`src/rtl/core/slcd_pkg.sv`:
```
`timescale 1ns / 1ps
// ----------------------------------------------------------------------------
// slcd_pkg
// Types and constants shared by the sync/length/checksum deframer.
// ----------------------------------------------------------------------------
package slcd_pkg;

    localparam logic [7:0] SYNC_RESET = 8'hFF;
    localparam logic [7:0] IDLE_BYTE  = 8'h00;

    typedef enum logic [1:0] {
        PH_HUNT    = 2'd0,
        PH_LEN     = 2'd1,
        PH_PAYLOAD = 2'd2,
        PH_CHECK   = 2'd3
    } phase_t;

    typedef enum logic [1:0] {
        KIND_PAYLOAD = 2'd0,
        KIND_GOOD    = 2'd1,
        KIND_BAD     = 2'd2
    } kind_t;

    typedef struct packed {
        phase_t     phase;
        logic [7:0] frame_length;
        logic [7:0] received_count;
        logic [7:0] running_sum;
    } frame_state_t;

    typedef struct packed {
        kind_t      kind;
        logic [7:0] payload_byte;
        logic [7:0] payload_index;
    } result_t;

endpackage

```
`src/rtl/core/sync_length_checksum_deframer.sv`:
```
`timescale 1ns / 1ps
// ----------------------------------------------------------------------------
// sync_length_checksum_deframer
// Hunts for a sync byte, then takes length, payload and checksum; emits each
// payload byte and a good/bad verdict at the end of every frame.
// ----------------------------------------------------------------------------
//  channel | handshake            | payload
//  --------+----------------------+-------------------------------------------
//  in      | in_valid / in_ready  | rx_byte
//  out     | out_valid / out_ready| kind, payload_byte, payload_index
//  cfg     | cfg_valid / cfg_ready| cfg_data (sync value)
//
//  one byte per cycle unless a held result stalls it: a byte waits in the input
//  register, and its result is loaded into the result register as it leaves.
//  zero bytes are idle and give no result.
//  a held result stalls the input register only when the next byte has one.
//  reset: hunting, sync value 0xff, no result pending.
// ----------------------------------------------------------------------------
module sync_length_checksum_deframer
    import slcd_pkg::*;
(
    input  logic       clk,
    input  logic       rst_n,
    input  logic       in_valid,
    output logic       in_ready,
    input  logic [7:0] rx_byte,
    output logic       out_valid,
    input  logic       out_ready,
    output logic [1:0] kind,
    output logic [7:0] payload_byte,
    output logic [7:0] payload_index,
    input  logic       cfg_valid,
    output logic       cfg_ready,
    input  logic [7:0] cfg_data
);

    logic         stage_valid_reg;
    logic         stage_valid_next;
    logic [7:0]   stage_byte_reg;
    logic [7:0]   sync_value_reg;
    frame_state_t state_reg;
    frame_state_t state_next;
    logic         has_result;
    result_t      result;
    logic         out_free;
    logic         stage_fire;

    slcd_parse u_parse (
        .rx_byte    (stage_byte_reg),
        .sync_value (sync_value_reg),
        .cur        (state_reg),
        .nxt        (state_next),
        .has_result (has_result),
        .result     (result)
    );

    // the byte leaves the input register unless its result has nowhere to go
    assign stage_fire       = stage_valid_reg && (!has_result || out_free);
    assign in_ready         = !stage_valid_reg || stage_fire;
    assign stage_valid_next = in_valid ? 1'b1 : (stage_fire ? 1'b0 : stage_valid_reg);
    assign cfg_ready        = 1'b1;

    slcd_out_reg u_out (
        .clk           (clk),
        .rst_n         (rst_n),
        .load          (stage_fire && has_result),
        .result        (result),
        .free          (out_free),
        .out_valid     (out_valid),
        .out_ready     (out_ready),
        .kind          (kind),
        .payload_byte  (payload_byte),
        .payload_index (payload_index)
    );

    always_ff @(posedge clk or negedge rst_n)
    begin
        if (!rst_n)
        begin
            stage_valid_reg <= 1'b0;
            sync_value_reg  <= SYNC_RESET;
            state_reg       <= '{phase: PH_HUNT, frame_length: 8'd0,
                                 received_count: 8'd0, running_sum: 8'd0};
        end
        else
        begin
            if (in_ready)
            begin
                stage_valid_reg <= stage_valid_next;
            end
            if (cfg_valid)
            begin
                sync_value_reg <= cfg_data;
            end
            if (stage_fire)
            begin
                state_reg <= state_next;
            end
        end
    end

    always_ff @(posedge clk)
    begin
        if (in_valid && in_ready)
        begin
            stage_byte_reg <= rx_byte;
        end
    end

endmodule

```
`src/rtl/core/slcd_parse.sv`:
```
`timescale 1ns / 1ps
// ----------------------------------------------------------------------------
// slcd_parse
// Next frame state and optional result for one registered byte.
// ----------------------------------------------------------------------------
module slcd_parse
    import slcd_pkg::*;
(
    input  logic [7:0]   rx_byte,
    input  logic [7:0]   sync_value,
    input  frame_state_t cur,
    output frame_state_t nxt,
    output logic         has_result,
    output result_t      result
);

    logic [7:0] count_inc;
    logic [7:0] need;

    assign count_inc = cur.received_count + 8'd1;
    // a zero length behaves as one
    assign need      = (cur.frame_length == 8'd0) ? 8'd1 : cur.frame_length;

    always_comb
    begin
        nxt                  = cur;
        has_result           = 1'b0;
        result.kind          = KIND_PAYLOAD;
        result.payload_byte  = rx_byte;
        result.payload_index = 8'd0;
        if (rx_byte != IDLE_BYTE)
        begin
            unique case (cur.phase)
                PH_HUNT:
                begin
                    if (rx_byte == sync_value)
                    begin
                        nxt.phase = PH_LEN;
                    end
                end
                PH_LEN:
                begin
                    nxt.frame_length   = rx_byte;
                    nxt.running_sum    = rx_byte;
                    nxt.received_count = 8'd0;
                    nxt.phase          = PH_PAYLOAD;
                end
                PH_PAYLOAD:
                begin
                    has_result           = 1'b1;
                    result.payload_index = cur.received_count;
                    nxt.running_sum      = cur.running_sum + rx_byte;
                    nxt.received_count   = count_inc;
                    if (count_inc >= need)
                    begin
                        nxt.phase = PH_CHECK;
                    end
                end
                PH_CHECK:
                begin
                    has_result  = 1'b1;
                    result.kind = (rx_byte == cur.running_sum) ? KIND_GOOD : KIND_BAD;
                    nxt.phase   = PH_HUNT;
                end
                default:
                begin
                    nxt.phase = PH_HUNT;
                end
            endcase
        end
    end

endmodule

```
`src/rtl/core/slcd_out_reg.sv`:
```
`timescale 1ns / 1ps
// ----------------------------------------------------------------------------
// slcd_out_reg
// Result register holding one word until the sink takes it.
// ----------------------------------------------------------------------------
module slcd_out_reg
    import slcd_pkg::*;
(
    input  logic       clk,
    input  logic       rst_n,
    input  logic       load,
    input  result_t    result,
    output logic       free,
    output logic       out_valid,
    input  logic       out_ready,
    output logic [1:0] kind,
    output logic [7:0] payload_byte,
    output logic [7:0] payload_index
);

    logic    valid_reg;
    logic    valid_next;
    result_t data_reg;

    assign free       = !valid_reg || out_ready;
    assign valid_next = load ? 1'b1 : (out_ready ? 1'b0 : valid_reg);

    always_ff @(posedge clk or negedge rst_n)
    begin
        if (!rst_n)
        begin
            valid_reg <= 1'b0;
        end
        else
        begin
            valid_reg <= valid_next;
        end
    end

    always_ff @(posedge clk)
    begin
        if (load)
        begin
            data_reg <= result;
        end
    end

    assign out_valid     = valid_reg;
    assign kind          = data_reg.kind;
    assign payload_byte  = data_reg.payload_byte;
    assign payload_index = data_reg.payload_index;

endmodule
```
`config.mk`:
```
export PLATFORM = sky130hd
export DESIGN_NAME = sync_length_checksum_deframer
export DESIGN_NICKNAME = d
export VERILOG_FILES = /design/src/rtl/core/slcd_pkg.sv /design/src/rtl/core/sync_length_checksum_deframer.sv /design/src/rtl/core/slcd_parse.sv /design/src/rtl/core/slcd_out_reg.sv
export SDC_FILE = /design/constraint.sdc
export NUM_CORES = 1
export LEC_CHECK = 0
export BUFFER_PORTS_ARGS = -buffer_cell sky130_fd_sc_hd__buf_2
export CAP_MARGIN = 20
export CELL_PAD_IN_SITES_DETAIL_PLACEMENT = 1
export CELL_PAD_IN_SITES_GLOBAL_PLACEMENT = 1
export CORE_MARGIN = 3
export CORE_UTILIZATION = 40
export DETAILED_ROUTE_END_ITERATION = 7
export MAX_ROUTING_LAYER = met4
export PLACE_DENSITY_LB_ADDON = 0.1
export SYNTH_ARGS = -nofsm -noshare
export SYNTH_HDL_FRONTEND = slang
export SYNTH_SLANG_ARGS = --single-unit
```
`constraint.sdc`:
```
create_clock -name clk -period 2.5 [get_ports clk]
set_input_delay 0.25 -clock clk [delete_from_list [all_inputs] [get_ports clk]]
set_output_delay 0.25 -clock clk [all_outputs]
set_load 0.1 [all_outputs]
```
==> metrics.txt <==
status complete, no violations; grt met2 use 0.268; NumNets Final 372; Max Cap Viol 0; reg2reg setup slack 110 ps; post-synth top area share 0.246; Die Wd 95.1 µm; number of flip-flops in the largest register 26; fraction of layout cells with a size suffix above 1 0.328; Hold WC Path Type in -> async; met1 Usage GRT 0.229; Worst setup EP type register; critical path class reg -> reg; CTS tree done; Post-synth EDFFs 26; first-pass GRT wire length 11.4 mm; Pwr Total 4.73 mW; RSZ-0062 raised after global routing false; Setup WS post-layout 107 ps; peak supply drop 0.584 mV; CTS clk-pin slew, worst paths 70 ps; Final ANT Viol Nets 0; fin crit share 0.957; Required @ worst endpoint 2720 ps; drt wl/cell 16.4 µm; vias in the first global route 2285; DR vias 2250; Leakage 1.72 nW; Worst Hold Slack 18.0 ps; CTS H-tree lvls 3; initial antenna violation count 0; post-synth cell types 51; PD cells 1230 nW/µm²; GRT Residual Overflow 0; Cells after Synth 274; ys flop type dfrtp_1; Buffers on Ports 40; commonest non-fill, non-tap cell in the layout buf_2; synth warn 0; core area 7490 µm²; met3 Usage GRT 0.0450; worst slew pin tran 840 ps; busiest layer in global routing met2; Worst Skew 11.4 ps; launch point of the worst reg-to-reg path state_reg[8]; Mapped Area 3180 µm²; post-synthesis sequential area ratio 0.533; worst flop-to-flop path endpoint state_reg[25]; final wirelength 7.14 mm; clk root buf clkbuf_8; TritonCTS Buffers 9; worst-case reg-to-reg path depth 10; Iter 0 DRT Violations 70; initial core utilization 0.424; Boundary Pins 42; DP Worst Slack -33.6 ps; # DRC 0; ant diodes 0; clk_lat worst skew 340 ps; post-route minimum period 2390 ps; CP startpoint state_reg[8]; Die Span Y 95.1 µm; crit path DAT 2610 ps; largest net degree at the start of global routing 37; Synth area leader edfxtp_1; setup_tns 0 ps; Final Hold Viols 0; most frequent cells in the layout buf_2 (39), nand2_1 (29), edfxtp_1 (26), dfrtp_1 (26), ha_1 (19); die area 9040 µm²; Sink Count 62; CP startpoint kind register; Syn Area/Cell 11.6 µm²; synth-to-layout area growth 20.5%; Final Cell Area 3830 µm²; Max-slew headroom 0.440; Highest Clock Rate 0.418 GHz; Vias/cell 5.18; crit path max fanout 3; CTS Hold Bufs 0; row count 31; Max Slew Vio Count 0; filler cell count 819; synthesized net count 316; synth top area cells edfxtp_1 (25%), dfrtp_1 (22%), ha_1 (7.9%); post-synthesis register bit count 62; Clock Path Buffers 2; GP Congestion 0.768; DP Area 3550 µm²; dpl hpwl 5.22 mm; GRT Overall Usage 0.175; ys async rst share 0.581; Setup violations, final 0; Initial DRT Pass Iterations 6
final cells by class:
type,instances,area (µm²),area share
sequential,62,1690,0.443
multi-input combinational,188,1420,0.370
timing repair buffer,55,319,0.0834
clock buffer,10,138,0.0360
tap,99,124,0.0324
clock inverter,6,83.8,0.0219
inverter,14,52.6,0.0137
repair_timing:
item / CTS / global route
pin swaps: 0 / 7
buffers inserted: 1 / 1
gates resized for setup: 1 / 12
endpoints found under the setup margin: 1 / 2
cell usage after synthesis, types with 3 or more instances:
cell	n
ha_1	20
mux2_2	14
nand2_1	29
dfrtp_1	28
nor2b_1	3
mux2i_1	4
dfstp_2	8
o21ai_0	17
and3_1	12
nand3_1	11
a21oi_1	10
nor3_1	3
xnor2_1	13
edfxtp_1	26
buf_2	3
nor2_1	8
clkbuf_1	4
inv_1	13
nand4b_1	3
xor2_1	4
routing by layer:
layer  vias to the layer above  routed length [µm]
li1                       1090                   -
met1                      1121                3450
met2                        33                3450
met3                         6                 208
met4                         0                  28
met5                         -                   0
how the worst max path moves through the flow:
stage | to | slack [ps] | cells past startpoint
6_report | state_reg[25] | 110 | 10
2_1_floorplan | stage_byte_reg[0] | 90 | 5
4_1_cts | state_reg[25] | 8 | 9
5_1_grt | state_reg[25] | 10 | 10
3_5_place_dp | state_reg[25] | -30 | 9
3_3_place_gp | state_reg[25] | 10 | 9
report_power, final:
part           switching, mW  internal [mW]
Sequential             0.160           1.39
Clock                  0.403          0.587
Combinational           1.51          0.682
stage by stage:
stage | utilization | instances
6_report | 0.511 | 434
5_1_grt | 0.511 | 434
4_1_cts | 0.505 | 433
3_5_place_dp | 0.474 | 416
3_3_place_gp | 0.474 | 416
2_1_floorplan | - | 274
critical path, stage by stage, from the launching register on:
cell and delay [ps]:
dfrtp_1 380, ha_2 220, nand3_2 120, nor2_4 130
xor2_2 180, ha_1 280, a21o_1 190, a211oi_1 220
o21ai_1 110, nand3_1 110, mux2_2 340
kinds of logic (layout without fill, tap and decap cells):
family | count (synthesis) | after routing | synth area share
AOI/OAI and AO/OA | 45 | 45 | 0.0875
xor gates and xnor gates | 17 | 17 | 0.0469
adders and majority gates | 21 | 21 | 0.0851
buffers and inverters | 24 | 85 | 0.0343
DFF | 62 | 62 | 0.533
muxes | 20 | 20 | 0.0693
other | 1 | 1 | 0.00118
and+or+nand+nor | 84 | 84 | 0.143
(Power assumes the default switching activity.)
